<file path="config.mk">
export PLATFORM = sky130hd
export DESIGN_NAME = utf8_stream_decoder_unit
export DESIGN_NICKNAME = d
export VERILOG_FILES = /design/src/rtl/u8sd_pkg.sv /design/src/rtl/utf8_stream_decoder_unit.sv /design/src/rtl/u8sd_apb_regs.sv /design/src/rtl/u8sd_in_stage.sv /design/src/rtl/u8sd_decode.sv /design/src/rtl/u8sd_out_stage.sv
export VERILOG_INCLUDE_DIRS = /design/src /design/src/rtl
export SDC_FILE = /design/constraint.sdc
export NUM_CORES = 1
export LEC_CHECK = 0
export ABC_AREA = 1
export BUFFER_PORTS_ARGS = -buffer_cell sky130_fd_sc_hd__buf_4
export CORE_MARGIN = 3
export CORE_UTILIZATION = 56
export CTS_CLUSTER_DIAMETER = 40
export DETAILED_ROUTE_END_ITERATION = 16
export HOLD_SLACK_MARGIN = 0.15
export PLACE_DENSITY = 0.82
export SKIP_LAST_GASP = 1
export SLEW_MARGIN = 30
export SYNTH_ARGS = -nofsm -noshare
export SYNTH_HDL_FRONTEND = slang
export SYNTH_SLANG_ARGS = --single-unit
</file>
<file path="constraint.sdc">
create_clock -name clk -period 4.3 [get_ports clk]
set_input_delay 0.645 -clock clk [delete_from_list [all_inputs] [get_ports clk]]
set_output_delay 0.645 -clock clk [all_outputs]
set_load 0.05 [all_outputs]
</file>
<file path="src/rtl/utf8_stream_decoder_unit_macros.svh">
// Assertion helpers shared by the decoder RTL.
`ifndef UTF8_STREAM_DECODER_UNIT_MACROS_SVH
`define UTF8_STREAM_DECODER_UNIT_MACROS_SVH

// Same-cycle implication, disabled while reset is asserted.
`define U8SD_ASSERT_IMPL(label, clk, rst_n, ante, cons) \
    label: assert property (@(posedge clk) disable iff (!rst_n) (ante) |-> (cons)) \
        else $error("u8sd assertion failed");

// Next-cycle implication, disabled while reset is asserted.
`define U8SD_ASSERT_NEXT(label, clk, rst_n, ante, cons) \
    label: assert property (@(posedge clk) disable iff (!rst_n) (ante) |=> (cons)) \
        else $error("u8sd assertion failed");

`endif

</file>
<file path="src/rtl/u8sd_pkg.sv">
`timescale 1ns / 1ps

package u8sd_pkg;

    typedef enum logic [2:0] {
        ST_CHAR       = 3'd0,
        ST_SUBST      = 3'd1,
        ST_INCOMPLETE = 3'd2,
        ST_END        = 3'd3,
        ST_STOPPED    = 3'd4
    } status_t;

    typedef enum logic {
        REG_STOP_ON_ERROR = 1'b0,
        REG_OUTPUT_LIMIT  = 1'b1
    } reg_index_t;

    localparam int unsigned CP_W       = 21;
    localparam int unsigned COUNT_W    = 16;
    localparam int unsigned PADDR_W    = 3;
    localparam logic [CP_W-1:0] SUBST_CHAR = 21'h00003F;
    localparam logic [COUNT_W-1:0] COUNT_MAX = 16'hFFFF;

    typedef struct packed {
        logic [7:0] data_byte;
        logic       end_of_stream;
    } in_item_t;

    typedef struct packed {
        logic [CP_W-1:0] code_point;
        status_t         status;
    } out_item_t;

    typedef struct packed {
        logic               stop_on_error;
        logic [COUNT_W-1:0] output_limit;
    } cfg_t;

    // Decoder result for the item in the input register.
    typedef struct packed {
        logic      has_result;
        out_item_t item;
    } dec_result_t;

endpackage

</file>
<file path="src/rtl/utf8_stream_decoder_unit.sv">
`timescale 1ns / 1ps
// Channel   Signals                               Direction  Moves
// in        in_valid / in_ready / in_data         in         byte or end-of-stream mark
// out       out_valid / out_ready / out_data      out        code point and status
// apb       psel penable pwrite paddr pwdata ...  in/out     stop_on_error, output_limit
//
// One byte per clock sustained while the output is not stalled; a result passes through the
// input register, then decode logic into the result register, which drives out_valid.
// rst_n is asynchronous: decoder state clears, output_limit returns to 65535.
// A byte that yields no result retires even while the result register is stalled;
// only a byte with a result waits for out_ready.

module utf8_stream_decoder_unit (
    input  logic                         clk,
    input  logic                         rst_n,
    input  logic                         psel,
    input  logic                         penable,
    input  logic                         pwrite,
    input  logic [u8sd_pkg::PADDR_W-1:0] paddr,
    input  logic [31:0]                  pwdata,
    output logic [31:0]                  prdata,
    output logic                         pready,
    input  logic                         in_valid,
    output logic                         in_ready,
    input  u8sd_pkg::in_item_t           in_data,
    output logic                         out_valid,
    input  logic                         out_ready,
    output u8sd_pkg::out_item_t          out_data
);
    import u8sd_pkg::*;

    cfg_t        cfg;
    logic        advance;
    logic        item_valid;
    in_item_t    item;
    logic        out_free;
    dec_result_t result;

    u8sd_apb_regs u_regs (
        .clk     (clk),
        .rst_n   (rst_n),
        .psel    (psel),
        .penable (penable),
        .pwrite  (pwrite),
        .paddr   (paddr),
        .pwdata  (pwdata),
        .prdata  (prdata),
        .pready  (pready),
        .cfg     (cfg)
    );

    u8sd_in_stage u_in (
        .clk        (clk),
        .rst_n      (rst_n),
        .in_valid   (in_valid),
        .in_ready   (in_ready),
        .in_data    (in_data),
        .advance    (advance),
        .item_valid (item_valid),
        .item       (item)
    );

    u8sd_decode u_dec (
        .clk        (clk),
        .rst_n      (rst_n),
        .cfg        (cfg),
        .item_valid (item_valid),
        .item       (item),
        .out_free   (out_free),
        .advance    (advance),
        .result     (result)
    );

    u8sd_out_stage u_out (
        .clk       (clk),
        .rst_n     (rst_n),
        .advance   (advance),
        .result    (result),
        .out_free  (out_free),
        .out_valid (out_valid),
        .out_ready (out_ready),
        .out_data  (out_data)
    );

endmodule

</file>
<file path="src/rtl/u8sd_apb_regs.sv">
`timescale 1ns / 1ps

module u8sd_apb_regs (
    input  logic                           clk,
    input  logic                           rst_n,
    input  logic                           psel,
    input  logic                           penable,
    input  logic                           pwrite,
    input  logic [u8sd_pkg::PADDR_W-1:0]   paddr,
    input  logic [31:0]                    pwdata,
    output logic [31:0]                    prdata,
    output logic                           pready,
    output u8sd_pkg::cfg_t                 cfg
);
    import u8sd_pkg::*;

    logic               stop_reg;
    logic               stop_next;
    logic [COUNT_W-1:0] limit_reg;
    logic [COUNT_W-1:0] limit_next;
    logic               wr_en;
    reg_index_t         idx;

    assign pready = 1'b1;
    assign wr_en  = psel && penable && pwrite;
    assign idx    = reg_index_t'(paddr[2]);

    always_comb
    begin
        stop_next  = stop_reg;
        limit_next = limit_reg;
        if (wr_en)
        begin
            case (idx)
                REG_STOP_ON_ERROR: stop_next  = pwdata[0];
                REG_OUTPUT_LIMIT:  limit_next = pwdata[COUNT_W-1:0];
                default:           stop_next  = stop_reg;
            endcase
        end
    end

    always_ff @(posedge clk or negedge rst_n)
    begin
        if (!rst_n)
        begin
            stop_reg  <= 1'b0;
            limit_reg <= COUNT_MAX;
        end
        else
        begin
            stop_reg  <= stop_next;
            limit_reg <= limit_next;
        end
    end

    always_comb
    begin
        case (idx)
            REG_STOP_ON_ERROR: prdata = {31'd0, stop_reg};
            REG_OUTPUT_LIMIT:  prdata = {{(32-COUNT_W){1'b0}}, limit_reg};
            default:           prdata = 32'd0;
        endcase
    end

    assign cfg.stop_on_error = stop_reg;
    assign cfg.output_limit  = limit_reg;

endmodule

</file>
<file path="src/rtl/u8sd_in_stage.sv">
`timescale 1ns / 1ps

module u8sd_in_stage (
    input  logic               clk,
    input  logic               rst_n,
    input  logic               in_valid,
    output logic               in_ready,
    input  u8sd_pkg::in_item_t in_data,
    input  logic               advance,
    output logic               item_valid,
    output u8sd_pkg::in_item_t item
);
    import u8sd_pkg::*;

    logic     vld_reg;
    logic     vld_next;
    in_item_t item_reg;
    logic     load;

    // Register frees up in the same cycle its item retires.
    assign in_ready = !vld_reg || advance;
    assign load     = in_valid && in_ready;

    always_comb
    begin
        vld_next = vld_reg;
        if (load)
        begin
            vld_next = 1'b1;
        end
        else if (advance)
        begin
            vld_next = 1'b0;
        end
    end

    always_ff @(posedge clk or negedge rst_n)
    begin
        if (!rst_n)
        begin
            vld_reg <= 1'b0;
        end
        else
        begin
            vld_reg <= vld_next;
        end
    end

    always_ff @(posedge clk)
    begin
        if (load)
        begin
            item_reg <= in_data;
        end
    end

    assign item_valid = vld_reg;
    assign item       = item_reg;

endmodule

</file>
<file path="src/rtl/u8sd_decode.sv">
`timescale 1ns / 1ps
`include "utf8_stream_decoder_unit_macros.svh"

module u8sd_decode (
    input  logic                  clk,
    input  logic                  rst_n,
    input  u8sd_pkg::cfg_t        cfg,
    input  logic                  item_valid,
    input  u8sd_pkg::in_item_t    item,
    input  logic                  out_free,
    output logic                  advance,
    output u8sd_pkg::dec_result_t result
);
    import u8sd_pkg::*;

    logic [1:0]         pending_reg;
    logic [1:0]         pending_next;
    logic [CP_W-1:0]    partial_reg;
    logic [CP_W-1:0]    partial_next;
    logic               bad_reg;
    logic               bad_next;
    logic               halted_reg;
    logic               halted_next;
    logic [COUNT_W-1:0] count_reg;
    logic [COUNT_W-1:0] count_next;

    logic [7:0]         b;
    logic [1:0]         pend_dec;
    logic [CP_W-1:0]    cont_bits;
    logic [CP_W-1:0]    merged;
    logic               bad_seen;
    logic               has;
    logic [CP_W-1:0]    cp;
    status_t            st;

    assign b = item.data_byte;
    assign pend_dec = pending_reg - 2'd1;
    assign bad_seen = bad_reg || (b[7:6] != 2'b10);

    // Place the six payload bits of a continuation byte.
    always_comb
    begin
        case (pend_dec)
            2'd0:    cont_bits = {15'd0, b[5:0]};
            2'd1:    cont_bits = {9'd0, b[5:0], 6'd0};
            2'd2:    cont_bits = {3'd0, b[5:0], 12'd0};
            default: cont_bits = '0;
        endcase
    end

    assign merged = partial_reg | cont_bits;

    always_comb
    begin
        pending_next = pending_reg;
        partial_next = partial_reg;
        bad_next     = bad_reg;
        halted_next  = halted_reg;
        has          = 1'b0;
        cp           = '0;
        st           = ST_CHAR;

        if (item.end_of_stream)
        begin
            has          = 1'b1;
            st           = (pending_reg != 2'd0) ? ST_INCOMPLETE : ST_END;
            pending_next = 2'd0;
            partial_next = '0;
            bad_next     = 1'b0;
            halted_next  = 1'b0;
        end
        else if (halted_reg)
        begin
            has = 1'b0;
        end
        else if (pending_reg != 2'd0)
        begin
            pending_next = pend_dec;
            if (pend_dec != 2'd0)
            begin
                partial_next = merged;
                bad_next     = bad_seen;
            end
            else
            begin
                partial_next = '0;
                bad_next     = 1'b0;
                has          = 1'b1;
                if (!bad_seen)
                begin
                    cp = merged;
                    st = ST_CHAR;
                end
                else if (cfg.stop_on_error)
                begin
                    halted_next = 1'b1;
                    st          = ST_STOPPED;
                end
                else
                begin
                    cp = SUBST_CHAR;
                    st = ST_SUBST;
                end
            end
        end
        else if (cfg.stop_on_error && (count_reg >= cfg.output_limit))
        begin
            has = 1'b0;
        end
        else
        begin
            bad_next = 1'b0;
            case (b) inside
                [8'h00:8'h7F]:
                begin
                    has = 1'b1;
                    cp  = {13'd0, b};
                end
                [8'hC0:8'hDF]:
                begin
                    pending_next = 2'd1;
                    partial_next = {10'd0, b[4:0], 6'd0};
                end
                [8'hE0:8'hEF]:
                begin
                    pending_next = 2'd2;
                    partial_next = {5'd0, b[3:0], 12'd0};
                end
                [8'hF0:8'hF7]:
                begin
                    pending_next = 2'd3;
                    partial_next = {b[2:0], 18'd0};
                end
                [8'hF8:8'hFF]:
                begin
                    has = 1'b1;
                    if (cfg.stop_on_error)
                    begin
                        halted_next = 1'b1;
                        st          = ST_STOPPED;
                    end
                    else
                    begin
                        cp = SUBST_CHAR;
                        st = ST_SUBST;
                    end
                end
                default:
                begin
                    // stray continuation byte: skipped when stopping on error
                    has = !cfg.stop_on_error;
                    cp  = SUBST_CHAR;
                    st  = ST_SUBST;
                end
            endcase
        end
    end

    always_comb
    begin
        if (item.end_of_stream)
        begin
            count_next = '0;
        end
        else if (has && (st == ST_CHAR || st == ST_SUBST) && (count_reg != COUNT_MAX))
        begin
            count_next = count_reg + COUNT_W'(1);
        end
        else
        begin
            count_next = count_reg;
        end
    end

    // Items without a result retire even while the output register is held.
    assign advance = item_valid && (!has || out_free);

    always_ff @(posedge clk or negedge rst_n)
    begin
        if (!rst_n)
        begin
            pending_reg <= 2'd0;
            partial_reg <= '0;
            bad_reg     <= 1'b0;
            halted_reg  <= 1'b0;
            count_reg   <= '0;
        end
        else if (advance)
        begin
            pending_reg <= pending_next;
            partial_reg <= partial_next;
            bad_reg     <= bad_next;
            halted_reg  <= halted_next;
            count_reg   <= count_next;
        end
    end

    assign result.has_result      = has;
    assign result.item.code_point = cp;
    assign result.item.status     = st;

    `U8SD_ASSERT_IMPL(a_halt_no_pending, clk, rst_n, halted_reg, pending_reg == 2'd0)
    `U8SD_ASSERT_IMPL(a_bad_in_sequence, clk, rst_n, bad_reg, pending_reg != 2'd0)
    `U8SD_ASSERT_IMPL(a_halted_silent, clk, rst_n,
        item_valid && halted_reg && !item.end_of_stream, !has)
    `U8SD_ASSERT_NEXT(a_count_monotonic, clk, rst_n,
        advance && !item.end_of_stream, count_reg >= $past(count_reg))

endmodule

</file>
<file path="src/rtl/u8sd_out_stage.sv">
`timescale 1ns / 1ps

module u8sd_out_stage (
    input  logic                  clk,
    input  logic                  rst_n,
    input  logic                  advance,
    input  u8sd_pkg::dec_result_t result,
    output logic                  out_free,
    output logic                  out_valid,
    input  logic                  out_ready,
    output u8sd_pkg::out_item_t   out_data
);
    import u8sd_pkg::*;

    logic      vld_reg;
    logic      vld_next;
    out_item_t data_reg;
    logic      load;

    assign out_free = !vld_reg || out_ready;
    assign load     = advance && result.has_result;

    always_comb
    begin
        vld_next = vld_reg;
        if (out_free)
        begin
            vld_next = load;
        end
    end

    always_ff @(posedge clk or negedge rst_n)
    begin
        if (!rst_n)
        begin
            vld_reg <= 1'b0;
        end
        else
        begin
            vld_reg <= vld_next;
        end
    end

    always_ff @(posedge clk)
    begin
        if (load)
        begin
            data_reg <= result.item;
        end
    end

    assign out_valid = vld_reg;
    assign out_data  = data_reg;

endmodule

</file>
# == Word level (Yosys, flattened, before mapping) ==
# Index checks and enable logic that the tools add are counted.
# classes
bitwise_logic,2
reduce_logical,35
n_mux,73
magnitude_cmp,11
n_addsub,2
eq_ne,8
# ops
operator,n
21-bit 2-to-1 mux,18
32-bit one-hot mux with 2 select lines,1
18-bit one-hot mux with 3 select lines,1
3-bit 2-to-1 mux,12
8-bit greater-or-equal comparator (second input constant),4
8-bit less-or-equal comparator (second input constant),4
16-bit 2-to-1 mux,2
1-bit 2-to-1 mux,30
21-bit by 18-bit OR with 21-bit output,1
16-bit by 1-bit adder with 16-bit output (second input constant),1
16-bit greater-or-equal comparator,1
2-bit 2-to-1 mux,8
16-bit inequality test (second input constant),1
1-bit logical AND,13
8-bit by 1-bit greater-or-equal comparator with 1-bit output (second input constant),1
8-bit by 7-bit less-or-equal comparator with 1-bit output (second input constant),1
2-bit nonzero test,4
6-bit 2-to-1 mux,1
3-bit by 2-bit inequality test with 1-bit output (second input constant),2
2-bit AND reduction,3
1-bit logical OR,5
5-bit AND reduction,1
5-bit nonzero test,1
1-bit zero test,4
other kinds (10),11
# word_totals
input_bits,51
regBits,93
wordCells,144
out_inout_bits,59

# == Logic depth before layout (Yosys ltp) ==
# Gate-level depths: netlist (run 1).
# depth
depth_word,17
depth_mapped,21
ltp_nobuf,20

# == By module ==
# Synthesis (run 1) repeated with hierarchy kept, for this count alone.
# unflattened
hier_cells,655
hier_area_um2,5293.8
# modules_own_cells
module,area_each_um2,seq_area_each_um2,cells_each,n_inst
u8sd_decode,3206.8,1026.0,477,1
u8sd_apb_regs,1002.2,445.4,133,1
u8sd_out_stage,769.5,745.7,30,1
u8sd_in_stage,315.3,295.3,15,1

# == Worst setup path before layout (run 1) ==
# OpenSTA, ideal clock, no wires.
# synth_path
kind,register to register
from,register u_regs.limit_reg[3]
to,"register u_in.item_reg, in the netlist u_in.item[0] (enable)"
required_time_ns,4.020
stages_incl_launch_ff,19
n_path_buf,0
path_slack_ns,1.559
arrival_time_ns,2.461
synth_period_minus_slack_ns,2.741
setup_ns,0.280
cell_sequence,dfstp_2 -> inv_1 -> ha_1 -> nand2_1 -> nor2_1 -> nor2_1 -> nand2_1 -> nand2_1 -> nand2_1 -> nand2_1 -> nand2_1 -> nand2_1 -> nand2_1 -> nand2_1 -> nand2_1 -> inv_1 -> nand3_1 -> nand2_1 -> inv_1
# synth_between
elab_chain_cells,11
# synth_rtl
item,line,source
start: declaration,u8sd_apb_regs.sv:19,logic [COUNT_W-1:0] limit_reg;
start signal: assignment,u8sd_apb_regs.sv:52,limit_reg <= limit_next;
16-bit greater-or-equal comparator,u8sd_decode.sv:106,else if (cfg.stop_on_error && (count_reg >= cfg.output_limit))
1-bit logical AND,u8sd_decode.sv:106,
1-bit 2-to-1 mux,u8sd_decode.sv:106,
1-bit 2-to-1 mux,u8sd_decode.sv:76,else if (pending_reg != 2'd0)
1-bit 2-to-1 mux,u8sd_decode.sv:72,else if (halted_reg)
1-bit 2-to-1 mux,u8sd_decode.sv:63,if (item.end_of_stream)
1-bit zero test,u8sd_decode.sv:176,assign advance = item_valid && (!has || out_free);
1-bit logical OR,u8sd_decode.sv:176,
1-bit logical AND,u8sd_decode.sv:176,
1-bit logical OR,u8sd_in_stage.sv:21,assign in_ready = !vld_reg || advance;
named net in_ready,utf8_stream_decoder_unit.sv:24,"output logic in_ready,"
1-bit logical AND,u8sd_in_stage.sv:22,assign load = in_valid && in_ready;
named net u_in.load,u8sd_in_stage.sv:18,logic load;
end signal: assignment,u8sd_in_stage.sv:53,item_reg <= in_data;
end: declaration,u8sd_in_stage.sv:17,in_item_t item_reg;
# The timed path passes the listed nets, and every way through them passes these cells.
# A chain may end at the register's enable or synchronous reset.

# == Worst setup path in the final report (run 1) ==
# layout_path
from,register u_regs.limit_reg[3]
to,output in_ready
# layout_between
elab_chain_cells,10
# layout_rtl
item,line
16-bit greater-or-equal comparator,u8sd_decode.sv:106
1-bit logical AND,u8sd_decode.sv:106
1-bit 2-to-1 mux,u8sd_decode.sv:106
1-bit 2-to-1 mux,u8sd_decode.sv:76
1-bit 2-to-1 mux,u8sd_decode.sv:72
1-bit 2-to-1 mux,u8sd_decode.sv:63
1-bit zero test,u8sd_decode.sv:176
1-bit logical OR,u8sd_decode.sv:176
1-bit logical AND,u8sd_decode.sv:176
1-bit logical OR,u8sd_in_stage.sv:21
end: declaration,utf8_stream_decoder_unit.sv:24
# Every way passes these cells.

==> summary.md, run 1 <==
| Metric | Value |
|---|---|
| Outcome | finished clean |
| Initial antenna violation count | 0 |
| Via density per instance | 5.371 |
| Routed Antenna Nets | 0 |
| Share of cells above drive strength 1 | 18.75% |
| Total number of vias | 4275 |
| Die width | 101.6 um |
| H-Tree Level Count | 3 |
| Mux cell area share after synthesis | 0% |
| Hold Vio Cnt, Final | 0 |
| Fin cells | 796 |
| Worst slack, placed | 1117 ps |
| Commonest cells in the netlist | nand2_1, inv_1, nor2_1 |
| Routed WL per cell | 14.29 um |
| CTS resizes | 0 |
| N_diodes | 0 |
| CTS tree | done |
| Drt first pass iters | 6 |
| Yosys warnings | 0 |
| Leakage | 2.906 nW |
| Synth Area in Adders | 4.155% |
| Post-synth cell types | 46 |
| Clk buf depth | 2 |
| Hold crit path type | input pin to async pin |
| Clk sink count | 93 |
| CP arrival | 2670 ps |
| P&R area growth vs syn | 14.37% |
| EDFF count, synth | 33 |
| Pwr/cell area | 537.0 nW/um2 |
| Crit path kind | flip-flop to output port |
| Relative slew margins | 36.44% |
| Post-synthesis compound-gate area fraction | 12.78% |
| Count of final max-slew check failures | 0 |
| Setup slack, reg-to-reg | 1100 ps |
| VDD IR-drop max | 0.4298 mV |
| CP Max Fanout | 5 |
| Setup TNS | 0 ps |
| Min Tclk post-route | 3316 ps |
| CP Data Required Time | 3650 ps |
| Count leader, synth | nand2_1 |
| Post-synthesis average cell area | 8.323 um2 |
| Register area share after synthesis | 49.08% |
| Remaining DRCs | 0 |
| Max frequency | 301.6 MHz |
| Least-Margin Pin Slew | 944.7 ps |
| Die Span Y | 101.6 um |
| Largest family of logic cells by synthesized area | simple AND/OR/NAND/NOR gates |
| Startpoint types | flip-flop |
| Placed cell count | 780 |
| Synth area leader | dfrtp_1 |
| Fin worst setup slack | 983.9 ps |
| Endpoints failing setup | 0 |
| Layout Nets | 751 |
| CP endpoint kind | output port |
| Number of max-cap violations | 0 |
| Total Routing Usage GR | 22.65% |
| Period utilization | 77.12% |
| Simple-gate area share of the yosys netlist | 21.95% |
| Post-Route WL | 11370 um |
| Vias in the first global route | 4073 |
| Skew-Pair Late Insertion Delay | 360 ps |
| First DRT Iteration DRCs | 262 |
| Die Area | 10320 um2 |
| Ys async rst share | 64.52% |
| Core Rows | 34 |
| First-pass GRT wire length | 18520 um |
| Gr ovfl total | 0 |
| Clock skew | 15.97 ps |
| Post-Syn Area | 5119 um2 |
| Placer Congestion | 0.8806 |
| Post-Syn Instances | 615 |
| Hpwl dp | 8228 um |
| Post-Synth XOR/XNOR Area | 0.5133% |
| Post-synth top area share | 21.51% |
| CTS Hold Buffers Added | 0 |
| Initial Util | 58.13% |
| RSZ-0062 raised after global routing | false |
| Core area | 8806 um2 |
| Worst reg2reg path depth | 18 |
| Top cells by area, synth | dfrtp_1, edfxtp_1, nand2_1, dfstp_2, inv_1 |
| Port Buffer Count | 74 |
| CTS Buf Count | 9 |
| Top-level port count | 110 |
| Number of synthesized register bits | 93 |
| Largest register FFs | 24 |
| Largest net degree at the start of global routing | 61 |
| Setup bufs post-CTS | 0 |
| Root buf cell | clkbuf_8 |
| CTS clk-pin slew, worst paths | 100 ps |
| Ys flop type | dfrtp_1 |
## area by class of cell
| cell class | count | area, um2 |
|---|---|---|
| Inverter | 101 | 379.1 |
| Tap cell | 108 | 135.1 |
| Timing Repair Buffer | 74 | 555.5 |
| Multi-Input combinational cell | 404 | 2081 |
| Clock buffer | 11 | 131.4 |
| Fill cell | 717 | 2952 |
| Sequential cell | 93 | 2512 |
| Clock inverter | 5 | 60.06 |
## critical path: stages, from the launching register on
cell     delay [ps]
dfstp_2         530
inv_1            50
ha_1            300
nand2_1         100
nor2_1           60
nor2_1           70
nand2_1          70
nand2_1          60
nand2_1          70
nand2_1          60
nand2_1          50
nand2_1         150
nand2_1          80
nand2_1         100
nand2_1         110
inv_1           100
nand3_1         120
buf_4           230
## final timing paths
check | start | endpoint
worst max-delay path | u_regs.limit_reg[3]$_DFFE_PN1P_ | in_ready
worst min-delay path | rst_n | u_dec.partial_reg[13]$_DFFE_PN0P_
worst max register to register | u_regs.limit_reg[3]$_DFFE_PN1P_ | u_out.out_data[2]$_DFFE_PP_
worst min register to register | u_dec.partial_reg[3]$_DFFE_PN0P_ | u_dec.partial_reg[3]$_DFFE_PN0P_
max in group asynchronous | rst_n | u_dec.count_reg[7]$_DFFE_PN0P_
min in group clk | in_data[3] | u_in.item[3]$_DFFE_PP_
## stage by stage
step / hold slack, ps / power [mW] / area (um2) / utilization, %
2_1_floorplan: 349.4 / 2.231 / 5175 / -
6_report: 358.6 / 3.144 / 5854 / 66.48
5_1_grt: 428.2 / 3.321 / 5854 / 66.48
3_3_place_gp: 445.6 / 2.535 / 5663 / 64.31
4_1_cts: 378.4 / 3.153 / 5854 / 66.48
3_5_place_dp: 450.1 / 2.577 / 5663 / 64.31
## power by group
part | switching [mW] | internal [mW] | leakage, nW
Combinational | 0.955 | 0.334 | 1.72
Clock | 0.304 | 0.272 | 0.0939
Sequential | 0.125 | 1.16 | 1.09
## layout by cell type (no fill, tap or decap), drive strengths merged
cell type	instances
ha	17
a22oi	2
bufinv	1
and3	1
nand2	140
inv	101
a31o	1
o211a	1
clkinvlp	1
nand3	28
xor2	3
nor4	1
nor3b	1
nor2	69
nor3	9
edfxtp	33
clkbuf	11
o21a	1
buf	74
conb	17
a211o	1
dfstp	16
o21ai	50
o32ai	2
nand4	7
clkinv	3
a31oi	4
dfrtp	44
o21bai	6
a32oi	5
a21oi	33
o311ai	4
a211oi	1
## cell families (layout without fill, tap and decap cells)
kind of cell	Yosys count	in the layout
compound gates	111	111
flops	93	93
buf+inv	133	191
other cells	2	17
xor+xnor	3	3
simple gates	256	256
fa+ha+maj	17	17
## metal layers
| metal | vias up | track usage (%) | part of all wire, % |
|---|---|---|---|
| met5 | - | 0 | 0 |
| met3 | 12 | 2.686 | 5.8 |
| met1 | 2011 | 30.29 | 43 |
| li1 | 2103 | - | - |
| met2 | 149 | 38.43 | 50 |
| met4 | 0 | 7.566 | 1.2 |
(Power assumes the default switching activity.)
==> inputs of run 2 (changes only) <==
- CORE_UTILIZATION: 56 -> 50
- PLACE_DENSITY: 0.82 -> 0.77
- clock period: 4.3 -> 2.69 ns (I/O delays scaled with it)
==> run 2 against run 1 <==
Compared with the run above:
- the run now ends with setup timing left
- hold slack worse by 150 ps
- sequential cell count stayed put
- design area is 9.5% higher
- routed wire length is 9.2% higher
- highest routed layer unchanged
==> summary.md, run 2 (synthesis results as in run 1) <==
| Metric | Value |
|---|---|
| Port Buffer Count | 74 |
| Clk buf depth | 2 |
| Final Cell Area | 6409 um2 |
| CTS clk-pin slew, worst paths | 90 ps |
| Met3 Use GR | 4.395% |
| Routed WL per cell | 14.59 um |
| Outcome | complete, but fails checks |
| H-Tree Level Count | 3 |
| Hpwl dp | 8163 um |
| Met2 GRT Util | 34.58% |
| Core Rows | 36 |
| Leakage | 3.078 nW |
| Tot Pwr | 5.517 mW |
| Via density per instance | 5.228 |
| Period utilization | 103.3% |
| Root buf cell | clkbuf_8 |
| Routed Antenna Nets | 0 |
| Die width | 107.2 um |
| CTS Buf Count | 9 |
| First DRT Iteration DRCs | 293 |
| Number of max-cap violations | 0 |
| Startpoint types | flip-flop |
| Core area | 9864 um2 |
| P&R area growth vs syn | 25.20% |
| Drt first pass iters | 5 |
| Commonest non-fill, non-tap cell in the layout | nand2_1 |
| Layout Nets | 781 |
| Fin util | 64.97% |
| GRT busiest layer | met2 |
| Hold crit path type | input pin to flip-flop |
| Clock skew | 7.436 ps |
| Die Area | 11490 um2 |
| Vias in the first global route | 4205 |
| CP max stage delay | 560 ps |
| Fin worst setup slack | -88.72 ps |
| Total Routing Usage GR | 21.48% |
| Crit path kind | flip-flop to output port |
| Slowest stage cell, crit path | dfstp_2 |
| Max frequency | 359.9 MHz |
| Least-Margin Pin Slew | 788.5 ps |
| First-pass GRT wire length | 19820 um |
| Clk sink count | 93 |
| Remaining DRCs | 0 |
| CP top delay family | simple AND/OR/NAND/NOR gates |
| Largest register FFs | 24 |
| CP Data Required Time | 2290 ps |
| RSZ-0062 raised after global routing | true |
| Initial Util | 51.89% |
| Initial antenna violation count | 0 |
| CP bufs+invs | 3 |
| Post-Route WL | 12420 um |
| Routing usage on met1 | 28.93% |
| CP Max Fanout | 2 |
| Total number of vias | 4449 |
| Dpl cell area | 5814 um2 |
| Die Span Y | 107.2 um |
| Hold Vio Cnt, Final | 0 |
| Skew-Pair Late Insertion Delay | 360 ps |
| Largest net degree at the start of global routing | 61 |
| Cells along the critical path | inv_2 > ha_4 > nand2_2 > nand2_1 > nor2_1 > nand2_1 > nand2_1 > nand2_1 > nand2_1 > nand2_1 > nand2_1 > nand2_1 > nand2_2 > nand2_4 > inv_4 > nand3_4 > buf_8 |
| Placer Congestion | 0.9235 |
| Most frequent cells in the layout | nand2_1, buf_4, inv_1 |
| Relative slew margins | 47.44% |
| CP endpoint kind | output port |
| Endpoints failing setup | 2 |
| CTS tree | done |
| N_diodes | 0 |
| Most used cell, CP | nand2_1 |
| Top-level port count | 110 |
| VDD IR-drop max | 0.6210 mV |
| Share of cells above drive strength 1 | 26.60% |
| Setup TNS | -95.36 ps |
| CP arrival | 2380 ps |
| Count of final max-slew check failures | 0 |
| Pwr/cell area | 860.9 nW/um2 |
| Failing checks | setup timing |
| Min Tclk post-route | 2779 ps |
| Gr ovfl total | 0 |
-- run 2: cell count changes in the layout (fill, tap and decap cells not counted), sizes merged --
cell | previous run | this run
clkbuf | 11 | 14
bufinv | 1 | 0
nand2 | 140 | 141
clkinvlp | 1 | 2
dlygate4sd3 | 0 | 1
buf | 74 | 98
clkinv | 3 | 4
-- run 2: what timing repair did --
item	CTS	global route
resized for setup	26	21
endpoints found under the setup margin	1	68
buffers inserted	5	5
gates cloned	0	7
hold buffers	1	0
endpoints found under the hold margin	42	0
pin swaps	16	5
-- run 2: worst reg2reg max path: stages, from the launching register on --
cell and delay, ps:
dfstp_2 560, inv_2 60, ha_4 280, nand2_4 50, nor2_2 80, nor2_1 50
nand2_1 60, nand2_1 50, nand2_1 80, nand2_1 50, nand2_1 70, nand2_1 70
nand2_1 80, nand2_2 70, buf_4 140, nand3_2 100, nand2_4 80, buf_4 170
nor2_8 200, buf_8 180, nand3_1 90, nand2_1 80
-- run 2: cell type report --
type | instances | area, um2
timing repair inverter | 1 | 7.507
fill | 781 | 3456
tap | 133 | 166.4
inverter | 101 | 390.4
clock buffer | 11 | 141.4
clock inverter | 5 | 43.79
timing repair buffer | 102 | 868.3
multi-input combinational | 405 | 2276
sequential | 93 | 2515
-- run 2: worst paths after layout --
path	slack [ps]	cells past startpoint	start	to
min	210	1	in_data[2]	u_in.item[2]$_DFFE_PP_
max in group asynchronous	1480	2	rst_n	u_dec.count_reg[1]$_DFFE_PN0P_
max	-90	17	u_regs.limit_reg[3]$_DFFE_PN1P_	in_ready
min in group asynchronous	640	2	rst_n	u_dec.partial_reg[7]$_DFFE_PN0P_
max reg2reg	-10	21	u_regs.limit_reg[3]$_DFFE_PN1P_	u_dec.count_reg[6]$_DFFE_PN0P_
min reg2reg	480	2	u_dec.partial_reg[3]$_DFFE_PN0P_	u_dec.partial_reg[3]$_DFFE_PN0P_
-- run 2: metrics by stage --
stage	std cells	hold slack, ps	setup slack (ps)
after floorplan	630	107.9	67.65
after detailed placement	817	461.0	93.41
after CTS	839	199.7	-25.32
after global routing	851	187.4	-278.4
after global placement	817	444.9	166.3
final	851	211.9	-88.72
-- run 2: routing by layer --
metal	share of wire, %	wire (um)
met1	43	5361
met5	0	0
met2	49	6089
met4	1.4	169
met3	6.4	800
-- run 2: power by group --
part           total, mW  internal, mW  leakage, nW  switching, mW
Sequential          2.05          1.84         1.09          0.201
Combinational       2.58         0.863         1.89           1.72
Clock              0.891         0.374       0.0945          0.517
Total               5.52          3.08         3.08           2.44
